### config.mk
export PLATFORM = sky130hd
export DESIGN_NAME = least_squares_affine_fit_flat
export DESIGN_NICKNAME = d
export VERILOG_FILES = /design/src/sv/lsaf_pkg.sv /design/src/sv/lsaf_if.sv /design/src/sv/lsaf_seq.sv /design/src/sv/lsaf_dp.sv /design/src/sv/least_squares_affine_fit.sv /design/src/flat_wrapper.sv
export SDC_FILE = /design/constraint.sdc
export NUM_CORES = 2
export LEC_CHECK = 0
export BUFFER_PORTS_ARGS = -buffer_cell sky130_fd_sc_hd__buf_2
export CAP_MARGIN = 20
export CORE_MARGIN = 2
export CORE_UTILIZATION = 60
export CTS_BUF_LIST = sky130_fd_sc_hd__clkbuf_4
export DETAILED_ROUTE_END_ITERATION = 16
export PLACE_DENSITY = 0.75
export SYNTH_ARGS = -nofsm -noshare
export SYNTH_HDL_FRONTEND = slang
export SYNTH_SLANG_ARGS = --single-unit
### constraint.sdc
create_clock -name clk -period 17.9 [get_ports clk]
set_input_delay 3.58 -clock clk [delete_from_list [all_inputs] [get_ports clk]]
set_output_delay 3.58 -clock clk [all_outputs]
set_load 0.05 [all_outputs]
### src/sv/lsaf_pkg.sv
// Package with the types, constants and solve programme of the least-squares affine fit.
package lsaf_pkg;

  localparam int unsigned IN_W      = 12;
  localparam int unsigned COEF_W    = 32;
  localparam int unsigned USED_W    = 6;
  localparam int unsigned N_STEPS   = 20;
  localparam int unsigned STEP_DET  = 11;
  localparam int unsigned N_DIVS    = 3;
  localparam int unsigned N_TERMS   = 5;
  localparam int unsigned MEM_DEPTH = 10;
  localparam int unsigned MEM_AW    = 4;
  localparam int unsigned STEP_W    = 5;
  localparam int unsigned DIV_W     = 2;
  localparam int unsigned TERM_W    = 3;

  localparam logic [COEF_W-1:0] COEF_MIN = {1'b1, {(COEF_W-1){1'b0}}};
  localparam logic [COEF_W-1:0] COEF_MAX = {1'b0, {(COEF_W-1){1'b1}}};

  typedef enum logic [4:0] {
    ST_IDLE, ST_ACC, ST_MFA, ST_MFB, ST_MLB, ST_MRUN, ST_MEND,
    ST_DFA, ST_DFB, ST_DABS, ST_DRUN, ST_DRND, ST_DINC, ST_DSAT,
    ST_FIN, ST_OUT
  } state_t;

  typedef enum logic [4:0] {
    OP_IDLE, OP_LOAD, OP_ACC, OP_FA, OP_FB, OP_LB, OP_MRUN, OP_MEND,
    OP_DFA, OP_DFB, OP_DABS, OP_DRUN, OP_DRND, OP_DINC, OP_DSAT, OP_FIN
  } op_t;

  typedef enum logic [4:0] {
    OPD_N, OPD_SX, OPD_SY, OPD_ST,
    OPD_SXX_SUM, OPD_SXY_SUM, OPD_SYY_SUM, OPD_SXT_SUM, OPD_SYT_SUM,
    OPD_SXX, OPD_SXY, OPD_SYY, OPD_SXT, OPD_SYT,
    OPD_D, OPD_N1, OPD_N2, OPD_N0, OPD_ND
  } opnd_t;

  typedef enum logic [1:0] {
    STAT_OK       = 2'd0,
    STAT_SINGULAR = 2'd1,
    STAT_OVERFLOW = 2'd2
  } status_t;

  typedef struct packed {
    opnd_t a;
    opnd_t b;
    logic  sub;
    logic  clr;
    logic  store;
    opnd_t dest;
  } step_t;

  typedef struct packed {
    op_t               op;
    logic [STEP_W-1:0] step;
    logic [DIV_W-1:0]  div;
    logic [TERM_W-1:0] term;
    logic              singular;
  } ctl_t;

  typedef struct packed {
    logic full;
    logic det_pos;
  } stat_t;

  function automatic step_t step_f(logic [STEP_W-1:0] i);
    step_t s;
    case (i)
      5'd0:    s = '{OPD_N,   OPD_SXX_SUM, 1'b0, 1'b1, 1'b0, OPD_SXX};
      5'd1:    s = '{OPD_SX,  OPD_SX,      1'b1, 1'b0, 1'b1, OPD_SXX};
      5'd2:    s = '{OPD_N,   OPD_SXY_SUM, 1'b0, 1'b1, 1'b0, OPD_SXY};
      5'd3:    s = '{OPD_SX,  OPD_SY,      1'b1, 1'b0, 1'b1, OPD_SXY};
      5'd4:    s = '{OPD_N,   OPD_SYY_SUM, 1'b0, 1'b1, 1'b0, OPD_SYY};
      5'd5:    s = '{OPD_SY,  OPD_SY,      1'b1, 1'b0, 1'b1, OPD_SYY};
      5'd6:    s = '{OPD_N,   OPD_SXT_SUM, 1'b0, 1'b1, 1'b0, OPD_SXT};
      5'd7:    s = '{OPD_SX,  OPD_ST,      1'b1, 1'b0, 1'b1, OPD_SXT};
      5'd8:    s = '{OPD_N,   OPD_SYT_SUM, 1'b0, 1'b1, 1'b0, OPD_SYT};
      5'd9:    s = '{OPD_SY,  OPD_ST,      1'b1, 1'b0, 1'b1, OPD_SYT};
      5'd10:   s = '{OPD_SXX, OPD_SYY,     1'b0, 1'b1, 1'b0, OPD_D};
      5'd11:   s = '{OPD_SXY, OPD_SXY,     1'b1, 1'b0, 1'b1, OPD_D};
      5'd12:   s = '{OPD_SXT, OPD_SYY,     1'b0, 1'b1, 1'b0, OPD_N1};
      5'd13:   s = '{OPD_SYT, OPD_SXY,     1'b1, 1'b0, 1'b1, OPD_N1};
      5'd14:   s = '{OPD_SYT, OPD_SXX,     1'b0, 1'b1, 1'b0, OPD_N2};
      5'd15:   s = '{OPD_SXT, OPD_SXY,     1'b1, 1'b0, 1'b1, OPD_N2};
      5'd16:   s = '{OPD_ST,  OPD_D,       1'b0, 1'b1, 1'b0, OPD_N0};
      5'd17:   s = '{OPD_N1,  OPD_SX,      1'b1, 1'b0, 1'b0, OPD_N0};
      5'd18:   s = '{OPD_N2,  OPD_SY,      1'b1, 1'b0, 1'b1, OPD_N0};
      5'd19:   s = '{OPD_N,   OPD_D,       1'b0, 1'b1, 1'b1, OPD_ND};
      default: s = '{OPD_N,   OPD_N,       1'b0, 1'b1, 1'b0, OPD_SXX};
    endcase
    return s;
  endfunction

  function automatic opnd_t div_num_f(logic [DIV_W-1:0] i);
    opnd_t o;
    case (i)
      2'd0:    o = OPD_N1;
      2'd1:    o = OPD_N2;
      default: o = OPD_N0;
    endcase
    return o;
  endfunction

  function automatic opnd_t div_den_f(logic [DIV_W-1:0] i);
    opnd_t o;
    case (i)
      2'd0, 2'd1: o = OPD_D;
      default:    o = OPD_ND;
    endcase
    return o;
  endfunction

  function automatic logic [MEM_AW-1:0] mem_addr_f(opnd_t o);
    logic [4:0] d;
    d = 5'(o - OPD_SXX);
    return (o >= OPD_SXX) ? d[MEM_AW-1:0] : '0;
  endfunction

endpackage

### src/sv/lsaf_if.sv
// Handshake interfaces for the calibration point and coefficient channels.
interface lsaf_in_if;
  import lsaf_pkg::*;
  logic            valid;
  logic            ready;
  logic [IN_W-1:0] first_coord;
  logic [IN_W-1:0] second_coord;
  logic [IN_W-1:0] target_value;
  logic            last_point;

  modport source (output valid, first_coord, second_coord, target_value, last_point,
                  input ready);
  modport sink (input valid, first_coord, second_coord, target_value, last_point,
                output ready);
endinterface

interface lsaf_out_if;
  import lsaf_pkg::*;
  logic                     valid;
  logic                     ready;
  logic signed [COEF_W-1:0] coef_first;
  logic signed [COEF_W-1:0] coef_second;
  logic signed [COEF_W-1:0] coef_offset;
  logic [1:0]               status;
  logic [USED_W-1:0]        points_used;

  modport source (output valid, coef_first, coef_second, coef_offset, status, points_used,
                  input ready);
  modport sink (input valid, coef_first, coef_second, coef_offset, status, points_used,
                output ready);
endinterface

### src/sv/lsaf_seq.sv
// Sequencer for point accumulation, the solve programme and the three divisions.
module lsaf_seq
  import lsaf_pkg::*;
#(
  parameter int unsigned WW = 110
) (
  input  logic  clk,
  input  logic  rst_n,
  input  logic  in_valid,
  input  logic  in_last,
  output logic  in_ready,
  output logic  out_valid,
  input  logic  out_ready,
  input  stat_t stat,
  output ctl_t  ctl
);

  localparam int unsigned BIT_W = $clog2(WW + 1);

  state_t            state_r, state_nxt;
  logic [STEP_W-1:0] step_r, step_nxt;
  logic [DIV_W-1:0]  div_r, div_nxt;
  logic [TERM_W-1:0] term_r, term_nxt;
  logic [BIT_W-1:0]  bit_r, bit_nxt;
  logic              last_r, last_nxt;
  logic              sing_r, sing_nxt;

  always_ff @(posedge clk) begin
    if (!rst_n) begin
      state_r <= ST_IDLE;
      step_r  <= '0;
      div_r   <= '0;
      term_r  <= '0;
      bit_r   <= '0;
      last_r  <= 1'b0;
      sing_r  <= 1'b0;
    end else begin
      state_r <= state_nxt;
      step_r  <= step_nxt;
      div_r   <= div_nxt;
      term_r  <= term_nxt;
      bit_r   <= bit_nxt;
      last_r  <= last_nxt;
      sing_r  <= sing_nxt;
    end
  end

  always_comb begin
    state_nxt = state_r;
    step_nxt  = step_r;
    div_nxt   = div_r;
    term_nxt  = term_r;
    bit_nxt   = bit_r;
    last_nxt  = last_r;
    sing_nxt  = sing_r;
    case (state_r)
      ST_IDLE: begin
        if (in_valid) begin
          last_nxt = in_last;
          term_nxt = '0;
          step_nxt = '0;
          sing_nxt = 1'b0;
          if (stat.full) begin
            state_nxt = in_last ? ST_MFA : ST_IDLE;
          end else begin
            state_nxt = ST_ACC;
          end
        end
      end
      ST_ACC: begin
        if (term_r == TERM_W'(N_TERMS - 1)) begin
          state_nxt = last_r ? ST_MFA : ST_IDLE;
        end else begin
          term_nxt = term_r + 1'b1;
        end
      end
      ST_MFA: state_nxt = ST_MFB;
      ST_MFB: state_nxt = ST_MLB;
      ST_MLB: begin
        bit_nxt   = '0;
        state_nxt = ST_MRUN;
      end
      ST_MRUN: begin
        if (bit_r == BIT_W'(WW - 1)) begin
          state_nxt = ST_MEND;
        end else begin
          bit_nxt = bit_r + 1'b1;
        end
      end
      ST_MEND: begin
        if (step_r == STEP_W'(STEP_DET) && !stat.det_pos) begin
          sing_nxt  = 1'b1;
          state_nxt = ST_FIN;
        end else if (step_r == STEP_W'(N_STEPS - 1)) begin
          div_nxt   = '0;
          state_nxt = ST_DFA;
        end else begin
          step_nxt  = step_r + 1'b1;
          state_nxt = ST_MFA;
        end
      end
      ST_DFA: state_nxt = ST_DFB;
      ST_DFB: state_nxt = ST_DABS;
      ST_DABS: begin
        bit_nxt   = '0;
        state_nxt = ST_DRUN;
      end
      ST_DRUN: begin
        if (bit_r == BIT_W'(WW - 1)) begin
          state_nxt = ST_DRND;
        end else begin
          bit_nxt = bit_r + 1'b1;
        end
      end
      ST_DRND: state_nxt = ST_DINC;
      ST_DINC: state_nxt = ST_DSAT;
      ST_DSAT: begin
        if (div_r == DIV_W'(N_DIVS - 1)) begin
          state_nxt = ST_FIN;
        end else begin
          div_nxt   = div_r + 1'b1;
          state_nxt = ST_DFA;
        end
      end
      ST_FIN: state_nxt = ST_OUT;
      ST_OUT: begin
        if (out_ready) begin
          state_nxt = ST_IDLE;
        end
      end
      default: state_nxt = ST_IDLE;
    endcase
  end

  always_comb begin
    ctl.step     = step_r;
    ctl.div      = div_r;
    ctl.term     = term_r;
    ctl.singular = sing_r;
    in_ready     = (state_r == ST_IDLE);
    out_valid    = (state_r == ST_OUT);
    case (state_r)
      ST_IDLE: ctl.op = in_valid ? OP_LOAD : OP_IDLE;
      ST_ACC:  ctl.op = OP_ACC;
      ST_MFA:  ctl.op = OP_FA;
      ST_MFB:  ctl.op = OP_FB;
      ST_MLB:  ctl.op = OP_LB;
      ST_MRUN: ctl.op = OP_MRUN;
      ST_MEND: ctl.op = OP_MEND;
      ST_DFA:  ctl.op = OP_DFA;
      ST_DFB:  ctl.op = OP_DFB;
      ST_DABS: ctl.op = OP_DABS;
      ST_DRUN: ctl.op = OP_DRUN;
      ST_DRND: ctl.op = OP_DRND;
      ST_DINC: ctl.op = OP_DINC;
      ST_DSAT: ctl.op = OP_DSAT;
      ST_FIN:  ctl.op = OP_FIN;
      default: ctl.op = OP_IDLE;
    endcase
  end

endmodule

### src/sv/lsaf_dp.sv
// Datapath with the point sums, the intermediate store and the shared add-shift unit.
module lsaf_dp
  import lsaf_pkg::*;
#(
  parameter int unsigned MAX_POINTS = 32,
  parameter int unsigned COORD_BITS = 12,
  parameter int unsigned FRAC_BITS  = 16,
  parameter int unsigned WW         = 110
) (
  input  logic                     clk,
  input  logic                     rst_n,
  input  ctl_t                     ctl,
  output stat_t                    stat,
  input  logic [IN_W-1:0]          pt_first,
  input  logic [IN_W-1:0]          pt_second,
  input  logic [IN_W-1:0]          pt_target,
  output logic signed [COEF_W-1:0] coef_first,
  output logic signed [COEF_W-1:0] coef_second,
  output logic signed [COEF_W-1:0] coef_offset,
  output logic [1:0]               status,
  output logic [USED_W-1:0]        points_used
);

  localparam int unsigned CWE   = (COORD_BITS < IN_W) ? COORD_BITS : IN_W;
  localparam int unsigned CNT_W = $clog2(MAX_POINTS + 1);
  localparam int unsigned S1_W  = CWE + CNT_W;
  localparam int unsigned S2_W  = 2 * CWE + CNT_W;

  logic [CNT_W-1:0] cnt_r;
  logic [S1_W-1:0]  sx_r, sy_r, st_r;
  logic [S2_W-1:0]  sxx_r, sxy_r, syy_r, sxt_r, syt_r;
  logic             ovf_r;

  logic [CWE-1:0]   x_r, y_r, t_r;
  logic [WW-1:0]    mem [MEM_DEPTH];
  logic [WW-1:0]    rd_data_r;
  logic [WW-1:0]    mul_a_r, mul_b_r, acc_r, rem_r, quo_r, den_r;
  logic             neg_r, rnd_r;
  logic [COEF_W-1:0] c1_r, c2_r, c0_r;
  logic [1:0]        status_r;
  logic [USED_W-1:0] used_r;

  step_t             stp;
  opnd_t             rd_sel, opv_sel;
  logic [MEM_AW-1:0] rd_addr;
  logic [WW-1:0]     opv;
  logic [CWE-1:0]    mp_a, mp_b;
  logic [2*CWE-1:0]  prod;
  logic [WW-1:0]     add_x, add_y, add_res, shifted, abs_val;
  logic              add_sub, add_cy;
  logic [WW:0]       add_full;
  logic [COEF_W-1:0] q_lo, sat;
  logic              q_hi;

  assign stp = step_f(ctl.step);

  always_comb begin
    case (ctl.op)
      OP_FB:   rd_sel = stp.b;
      OP_DFA:  rd_sel = div_num_f(ctl.div);
      OP_DFB:  rd_sel = div_den_f(ctl.div);
      default: rd_sel = stp.a;
    endcase
  end
  assign rd_addr = mem_addr_f(rd_sel);
  assign opv_sel = (ctl.op == OP_LB) ? stp.b : stp.a;

  always_comb begin
    case (opv_sel)
      OPD_N:       opv = WW'(cnt_r);
      OPD_SX:      opv = WW'(sx_r);
      OPD_SY:      opv = WW'(sy_r);
      OPD_ST:      opv = WW'(st_r);
      OPD_SXX_SUM: opv = WW'(sxx_r);
      OPD_SXY_SUM: opv = WW'(sxy_r);
      OPD_SYY_SUM: opv = WW'(syy_r);
      OPD_SXT_SUM: opv = WW'(sxt_r);
      OPD_SYT_SUM: opv = WW'(syt_r);
      default:     opv = rd_data_r;
    endcase
  end

  always_comb begin
    case (ctl.term)
      3'd0:    begin mp_a = x_r; mp_b = x_r; end
      3'd1:    begin mp_a = x_r; mp_b = y_r; end
      3'd2:    begin mp_a = y_r; mp_b = y_r; end
      3'd3:    begin mp_a = x_r; mp_b = t_r; end
      default: begin mp_a = y_r; mp_b = t_r; end
    endcase
  end
  assign prod = mp_a * mp_b;

  assign shifted = {rem_r[WW-2:0], quo_r[WW-1]};

  always_comb begin
    add_x   = '0;
    add_y   = '0;
    add_sub = 1'b0;
    case (ctl.op)
      OP_MRUN: begin
        add_x   = acc_r;
        add_y   = mul_a_r;
        add_sub = stp.sub;
      end
      OP_DABS: begin
        add_y   = quo_r;
        add_sub = 1'b1;
      end
      OP_DRUN: begin
        add_x   = shifted;
        add_y   = den_r;
        add_sub = 1'b1;
      end
      OP_DRND: begin
        add_x   = {rem_r[WW-2:0], 1'b0};
        add_y   = den_r;
        add_sub = 1'b1;
      end
      OP_DINC: begin
        add_x = quo_r;
        add_y = WW'(rnd_r);
      end
      default: begin
        add_sub = 1'b0;
      end
    endcase
  end
  assign add_full = {1'b0, add_x} + {1'b0, add_y ^ {WW{add_sub}}} + (WW + 1)'(add_sub);
  assign add_res  = add_full[WW-1:0];
  assign add_cy   = add_full[WW];
  assign abs_val  = (neg_r ? add_res : quo_r) << FRAC_BITS;

  assign q_hi = |quo_r[WW-1:COEF_W];
  assign q_lo = quo_r[COEF_W-1:0];
  always_comb begin
    if (neg_r) begin
      sat = (q_hi || q_lo > COEF_MIN) ? COEF_MIN : COEF_W'(0) - q_lo;
    end else begin
      sat = (q_hi || q_lo[COEF_W-1]) ? COEF_MAX : q_lo;
    end
  end

  assign stat.full    = (cnt_r == CNT_W'(MAX_POINTS));
  assign stat.det_pos = !acc_r[WW-1] && (|acc_r);

  always_ff @(posedge clk) begin
    if (!rst_n) begin
      cnt_r <= '0;
      sx_r  <= '0;
      sy_r  <= '0;
      st_r  <= '0;
      sxx_r <= '0;
      sxy_r <= '0;
      syy_r <= '0;
      sxt_r <= '0;
      syt_r <= '0;
      ovf_r <= 1'b0;
    end else begin
      case (ctl.op)
        OP_LOAD: begin
          if (stat.full) begin
            ovf_r <= 1'b1;
          end
        end
        OP_ACC: begin
          case (ctl.term)
            3'd0: begin
              sxx_r <= sxx_r + S2_W'(prod);
              cnt_r <= cnt_r + 1'b1;
              sx_r  <= sx_r + S1_W'(x_r);
              sy_r  <= sy_r + S1_W'(y_r);
              st_r  <= st_r + S1_W'(t_r);
            end
            3'd1:    sxy_r <= sxy_r + S2_W'(prod);
            3'd2:    syy_r <= syy_r + S2_W'(prod);
            3'd3:    sxt_r <= sxt_r + S2_W'(prod);
            default: syt_r <= syt_r + S2_W'(prod);
          endcase
        end
        OP_FIN: begin
          cnt_r <= '0;
          sx_r  <= '0;
          sy_r  <= '0;
          st_r  <= '0;
          sxx_r <= '0;
          sxy_r <= '0;
          syy_r <= '0;
          sxt_r <= '0;
          syt_r <= '0;
          ovf_r <= 1'b0;
        end
        default: begin
          ovf_r <= ovf_r;
        end
      endcase
    end
  end

  always_ff @(posedge clk) begin
    rd_data_r <= mem[rd_addr];
    case (ctl.op)
      OP_LOAD: begin
        x_r <= pt_first[CWE-1:0];
        y_r <= pt_second[CWE-1:0];
        t_r <= pt_target[CWE-1:0];
      end
      OP_FB: mul_a_r <= opv;
      OP_LB: begin
        mul_b_r <= opv;
        if (stp.clr) begin
          acc_r <= '0;
        end
      end
      OP_MRUN: begin
        if (mul_b_r[0]) begin
          acc_r <= add_res;
        end
        mul_a_r <= {mul_a_r[WW-2:0], 1'b0};
        mul_b_r <= {1'b0, mul_b_r[WW-1:1]};
      end
      OP_MEND: begin
        if (stp.store) begin
          mem[mem_addr_f(stp.dest)] <= acc_r;
        end
      end
      OP_DFB: begin
        quo_r <= rd_data_r;
        neg_r <= rd_data_r[WW-1];
      end
      OP_DABS: begin
        den_r <= rd_data_r;
        quo_r <= abs_val;
        rem_r <= '0;
      end
      OP_DRUN: begin
        quo_r <= {quo_r[WW-2:0], add_cy};
        rem_r <= add_cy ? add_res : shifted;
      end
      OP_DRND: rnd_r <= add_cy;
      OP_DINC: quo_r <= add_res;
      OP_DSAT: begin
        case (ctl.div)
          2'd0:    c1_r <= sat;
          2'd1:    c2_r <= sat;
          default: c0_r <= sat;
        endcase
      end
      OP_FIN: begin
        if (ctl.singular) begin
          c1_r <= '0;
          c2_r <= '0;
          c0_r <= '0;
        end
        if (ovf_r) begin
          status_r <= STAT_OVERFLOW;
        end else if (ctl.singular) begin
          status_r <= STAT_SINGULAR;
        end else begin
          status_r <= STAT_OK;
        end
        used_r <= USED_W'(cnt_r);
      end
      default: begin
        rnd_r <= rnd_r;
      end
    endcase
  end

  assign coef_first  = c1_r;
  assign coef_second = c2_r;
  assign coef_offset = c0_r;
  assign status      = status_r;
  assign points_used = used_r;

endmodule

### src/sv/least_squares_affine_fit.sv
// Top level of the least-squares affine fit for touch calibration.
//
//   channel  direction  word
//   in_ch    sink       first_coord, second_coord, target_value, last_point
//   out_ch   source     coef_first, coef_second, coef_offset, status, points_used
//
// Each point is accepted and then its five products are added with a single small
// multiplier. The last point then runs the solve on one shared add-shift unit: 20
// bit-serial products and three divisions on WW-bit words,
// where WW = 5*min(COORD_BITS,12) + 5*clog2(MAX_POINTS+1) + FRAC_BITS + 4 (110 by default).
// Reset is synchronous and clears the sums and the sequencer.
// The input is not ready during the solve nor while a result word waits on out_ch.
module least_squares_affine_fit
  import lsaf_pkg::*;
#(
  parameter int unsigned MAX_POINTS = 32,
  parameter int unsigned COORD_BITS = 12,
  parameter int unsigned FRAC_BITS  = 16
) (
  input  logic       clk,
  input  logic       rst_n,
  lsaf_in_if.sink    in_ch,
  lsaf_out_if.source out_ch
);

  localparam int unsigned CWE   = (COORD_BITS < IN_W) ? COORD_BITS : IN_W;
  localparam int unsigned CNT_W = $clog2(MAX_POINTS + 1);
  localparam int unsigned WW    = 5 * CWE + 5 * CNT_W + FRAC_BITS + 4;

  ctl_t  ctl;
  stat_t stat;

  lsaf_seq #(
    .WW(WW)
  ) u_seq (
    .clk      (clk),
    .rst_n    (rst_n),
    .in_valid (in_ch.valid),
    .in_last  (in_ch.last_point),
    .in_ready (in_ch.ready),
    .out_valid(out_ch.valid),
    .out_ready(out_ch.ready),
    .stat     (stat),
    .ctl      (ctl)
  );

  lsaf_dp #(
    .MAX_POINTS(MAX_POINTS),
    .COORD_BITS(COORD_BITS),
    .FRAC_BITS (FRAC_BITS),
    .WW        (WW)
  ) u_dp (
    .clk        (clk),
    .rst_n      (rst_n),
    .ctl        (ctl),
    .stat       (stat),
    .pt_first   (in_ch.first_coord),
    .pt_second  (in_ch.second_coord),
    .pt_target  (in_ch.target_value),
    .coef_first (out_ch.coef_first),
    .coef_second(out_ch.coef_second),
    .coef_offset(out_ch.coef_offset),
    .status     (out_ch.status),
    .points_used(out_ch.points_used)
  );

  a_ready_excl: assert property (@(posedge clk) disable iff (!rst_n)
    !(in_ch.ready && out_ch.valid))
    else $error("Input ready while a result word is pending.");

  a_busy_after_accept: assert property (@(posedge clk) disable iff (!rst_n)
    in_ch.valid && in_ch.ready && !stat.full |=> !in_ch.ready)
    else $error("Input still ready after a point was accepted.");

  a_singular_zero: assert property (@(posedge clk) disable iff (!rst_n)
    out_ch.valid && out_ch.status == 2'(STAT_SINGULAR) |->
      out_ch.coef_first == '0 && out_ch.coef_second == '0 && out_ch.coef_offset == '0)
    else $error("Singular fit reported with non-zero coefficients.");

endmodule

### src/flat_wrapper.sv
// flat-port wrapper written by rule: the top's interface ports become plain ports
module least_squares_affine_fit_flat import lsaf_pkg::*;
#(
  parameter int unsigned MAX_POINTS = 32,
  parameter int unsigned COORD_BITS = 12,
  parameter int unsigned FRAC_BITS  = 16
)
  (clk, rst_n, in_ch_valid, in_ch_first_coord, in_ch_second_coord, in_ch_target_value, in_ch_last_point, in_ch_ready, out_ch_valid, out_ch_coef_first, out_ch_coef_second, out_ch_coef_offset, out_ch_status, out_ch_points_used, out_ch_ready);
  lsaf_in_if in_ch_i ();
  lsaf_out_if out_ch_i ();
  input  logic clk;
  input  logic rst_n;
  input wire logic [$bits(in_ch_i.valid)-1:0] in_ch_valid;
  input wire logic [$bits(in_ch_i.first_coord)-1:0] in_ch_first_coord;
  input wire logic [$bits(in_ch_i.second_coord)-1:0] in_ch_second_coord;
  input wire logic [$bits(in_ch_i.target_value)-1:0] in_ch_target_value;
  input wire logic [$bits(in_ch_i.last_point)-1:0] in_ch_last_point;
  output wire logic [$bits(in_ch_i.ready)-1:0] in_ch_ready;
  output wire logic [$bits(out_ch_i.valid)-1:0] out_ch_valid;
  output wire logic [$bits(out_ch_i.coef_first)-1:0] out_ch_coef_first;
  output wire logic [$bits(out_ch_i.coef_second)-1:0] out_ch_coef_second;
  output wire logic [$bits(out_ch_i.coef_offset)-1:0] out_ch_coef_offset;
  output wire logic [$bits(out_ch_i.status)-1:0] out_ch_status;
  output wire logic [$bits(out_ch_i.points_used)-1:0] out_ch_points_used;
  input wire logic [$bits(out_ch_i.ready)-1:0] out_ch_ready;
  assign in_ch_i.valid = in_ch_valid;
  assign in_ch_i.first_coord = in_ch_first_coord;
  assign in_ch_i.second_coord = in_ch_second_coord;
  assign in_ch_i.target_value = in_ch_target_value;
  assign in_ch_i.last_point = in_ch_last_point;
  assign in_ch_ready = in_ch_i.ready;
  assign out_ch_valid = out_ch_i.valid;
  assign out_ch_coef_first = out_ch_i.coef_first;
  assign out_ch_coef_second = out_ch_i.coef_second;
  assign out_ch_coef_offset = out_ch_i.coef_offset;
  assign out_ch_status = out_ch_i.status;
  assign out_ch_points_used = out_ch_i.points_used;
  assign out_ch_i.ready = out_ch_ready;
  least_squares_affine_fit #(.MAX_POINTS(MAX_POINTS), .COORD_BITS(COORD_BITS), .FRAC_BITS(FRAC_BITS)) u_core (.clk(clk), .rst_n(rst_n), .in_ch(in_ch_i), .out_ch(out_ch_i));
endmodule
==> results by group <==
Synthesis
  – Mapped Cells: roughly 10,000
  – EDFF count, synth: between 1,500 and 2,000
  – FFs w/ async S/R, synth: 0%
  – Synth unique cells: between 80 and 90
  – Synth Area per Inst: ~11 um2
  – Post-Syn Nets: 10,600
  – Register area share after synthesis: around 57%
  – Ys Warns: 0
  – Dominant synthesized flop cell: edfxtp_1
  – Mapped Area: between 100,000 and 150,000 um2
  – Yosys reg bits: between 2,000 and 2,500

STA
  – Final period util: between 50% and 60%
  – RSZ-0062 raised after global routing: false
  – Hold Fails Final Rpt: 0
  – Final Skew: around 160 ps
  – Worst slew pin tran: roughly 1300 ps
  – TNS Setup: 0 ps
  – FMAX: roughly 94 MHz
  – Slew Viols, Final: 0
  – Fin crit period: about 11,000 ps
  – Max-Slew Margin vs Limit: 10.1%
  – Final Setup Violations: 0

Critical path
  – CP endpoint: u_core.u_dp.rem_r[95]
  – Crit Path Max Fanout: between 60 and 70
  – Setup slack, reg-to-reg: ~7300 ps
  – CP arrival: about 12,000 ps
  – Worst setup EP type: flop
  – Reg2reg start: u_core.u_seq.state_r[2]
  – CP Launch Point: u_core.u_seq.state_r[2]
  – Req. time, crit path: 19,120 ps
  – CP Launch Type: flop
  – Crit Reg-Reg Endpoint: u_core.u_dp.rem_r[95]
  – R2r worst-path depth: 24
  – Critical path type: flop to flop

Clock network
  – CTS tree: built
  – Longest Clk Path Bufs: 4
  – Post-CTS Setup Inserts: 0
  – Htree depth: 6
  – Root buffer cell: clkbuf_4
  – Clock-pin slew on the worst setup and hold paths: 80 ps
  – # hold bufs at CTS: 0
  – Clock Latency Late Sink: 1470 ps
  – CTS resizes: 0
  – Clk sinks: ~2,300
  – CTS Buf Count: 587

Drt
  – Initial DRC count: about 13,000
  – DRC viols: 0
  – Via count: 88,400
  – Drt first pass iters: 13
  – Detailed Route WL: 363,000 um
  – Routed len/inst: between 20 and 30 um
  – Number of vias per cell: 6.69
  – Antenna Violating Nets Remaining: 0

Placement
  – Post-DP HPWL: about 230,000 um
  – Port Buffer Count: ~150
  – Dpl cell area: around 120,000 um2
  – RePlAce Congestion: 0.980

Die
  – Total die area: 191,000 um2
  – Starting Density: between 60% and 70%
  – Die width: 437 um
  – Io pins: roughly 150
  – Core ar.: between 150,000 and 200,000 um2
  – Die span in y: around 440 um
  – Cell Rows: 158

GRT
  – Initial antenna violation count: 11
  – Vias in the first global route: approximately 85,000
  – Total gr overflow: 0
  – Largest net degree at the start of global routing: approximately 160
  – Overall fraction of global-route tracks in use: between 30% and 40%
  – First-pass GRT wire length: between 500,000 and 600,000 um

Layout
  – Area Overhead vs Synth: 9.17%
  – Commonest non-fill, non-tap cell in the layout: edfxtp_1
  – Fraction of layout cells with a size suffix above 1: around 12%
  – Final nets: between 10,000 and 15,000
  – Filler Cells Inserted: ~14,000
  – Most frequent cells in the layout: 1,901 x edfxtp_1, 978 x nand2_1, 868 x clkbuf_4
  – Design area: 123,000 um2

Flow run
  – Max Cap Viol: 0

Hold path
  – Hold WC Path Type: flop to flop

Outcome
  – Status: complete, no violations
## final cells by class
cell class                      instances  area, um2  area share (%)
Clock inverter                        156        932           0.759
Clock buffer                          868       6520            5.30
Antenna cell                            9       22.5          0.0183
Tap cell                             2480       3100            2.53
Multi-Input combinational cell       6744      44500            36.2
Sequential cell                      2262      64300            52.4
Inverter                              400       1520            1.24
Timing Repair Buffer                  290       1940            1.58
## cells in the mapped netlist, types with 59 or more instances
cell type | n | area [um2]
a211oi_1 | 141 | 1060
a21boi_0 | 74 | 556
a21o_1 | 153 | 1150
a21oi_1 | 752 | 3760
a222oi_1 | 255 | 2550
a22o_1 | 186 | 1630
a22oi_1 | 64 | 480
a31oi_1 | 155 | 970
and2_1 | 303 | 1900
buf_1 | 59 | 221
clkbuf_1 | 633 | 2380
dfxtp_1 | 361 | 7230
edfxtp_1 | 1901 | 57100
fa_1 | 109 | 2180
ha_1 | 362 | 4530
inv_1 | 396 | 1490
nand2_1 | 985 | 3700
nand3_1 | 476 | 2380
nand4_1 | 79 | 494
nor2_1 | 655 | 2460
nor3_1 | 75 | 375
nor4_1 | 59 | 369
o211ai_1 | 251 | 1880
o21ai_0 | 363 | 1820
or3_1 | 266 | 1660
xnor2_1 | 179 | 1570
xor2_1 | 228 | 2000
## state kept, by name (all words and copies together), names as in the netlist, 32 cells and up
name and flops:
u_core.u_dp.acc_r 110, u_core.u_dp.coef_first 32, u_core.u_dp.coef_offset 32, u_core.u_dp.coef_second 32, u_core.u_dp.den_r 110, u_core.u_dp.mem 1100, u_core.u_dp.mul_a_r 110, u_core.u_dp.mul_b_r 110
u_core.u_dp.quo_r 110, u_core.u_dp.rd_data_r 110, u_core.u_dp.rem_r 109
## worst min-delay path by stage
stage	slack, ps	startpoint	cells after the start	end
global placement	450	u_core.u_dp.rd_data_r[8]	0	u_core.u_dp.den_r[8]
CTS	450	u_core.u_dp.rd_data_r[28]	0	u_core.u_dp.den_r[28]
finish	460	u_core.u_dp.rd_data_r[28]	0	u_core.u_dp.den_r[28]
detailed placement	450	u_core.u_dp.rd_data_r[8]	0	u_core.u_dp.den_r[8]
global route	470	u_core.u_dp.rd_data_r[8]	0	u_core.u_dp.den_r[8]
floorplan	430	u_core.u_dp.rd_data_r[19]	0	u_core.u_dp.den_r[19]
## layer usage
metal | global-route usage, % | vias to the layer above | routed length, um
met5 | 0 | - | 24
met4 | 19.4 | 4 | 20200
met3 | 8.99 | 1074 | 43400
met2 | 56.6 | 5928 | 163000
met1 | 49.7 | 42900 | 137000
li1 | - | 38600 | -
## logic make-up after synthesis
| group | Yosys count | synth area share [%] |
|---|---|---|
| multiplexers | 68 | 0.630 |
| buffers and inverters | 1095 | 3.66 |
| adder cells (fa/ha/maj) | 471 | 5.96 |
| flip-flops | 2262 | 57.2 |
| AO/OA/AOI/OAI | 2716 | 16.4 |
| AND/OR/NAND/NOR | 3082 | 13.0 |
| XOR/XNOR | 407 | 3.17 |
## critical path, stage by stage (launching register included)
cell	delay, ps
dfxtp_1	580
nor2_1	580
nand3_2	270
inv_8	380
buf_4	720
buf_4	780
a222oi_1	200
xor2_1	260
inv_1	100
fa_1	440
nand2b_1	180
a21oi_1	280
o22a_1	300
a22oi_1	180
a2111o_1	420
a211oi_1	820
nor3_1	270
nand4b_1	430
a21oi_1	510
a22oi_1	150
a32o_4	470
inv_2	570
buf_4	780
nand2_1	220
o21ai_0	240
## through the flow
| stage | setup slack [ps] | utilization (%) | hold WS, ps | cells |
|---|---|---|---|---|
| after floorplan | 9460 | - | 425 | 10100 |
| after global placement | 7930 | 62.1 | 454 | 12200 |
| after detailed placement | 7590 | 62.1 | 455 | 12200 |
| after CTS | 7550 | 66.1 | 454 | 13200 |
| after global routing | 6940 | 66.1 | 474 | 13200 |
| final | 7280 | 66.1 | 458 | 13200 |
Power is not shown: default switching activity piles up to over one toggle a cycle in this logic, so the estimate is an artifact.
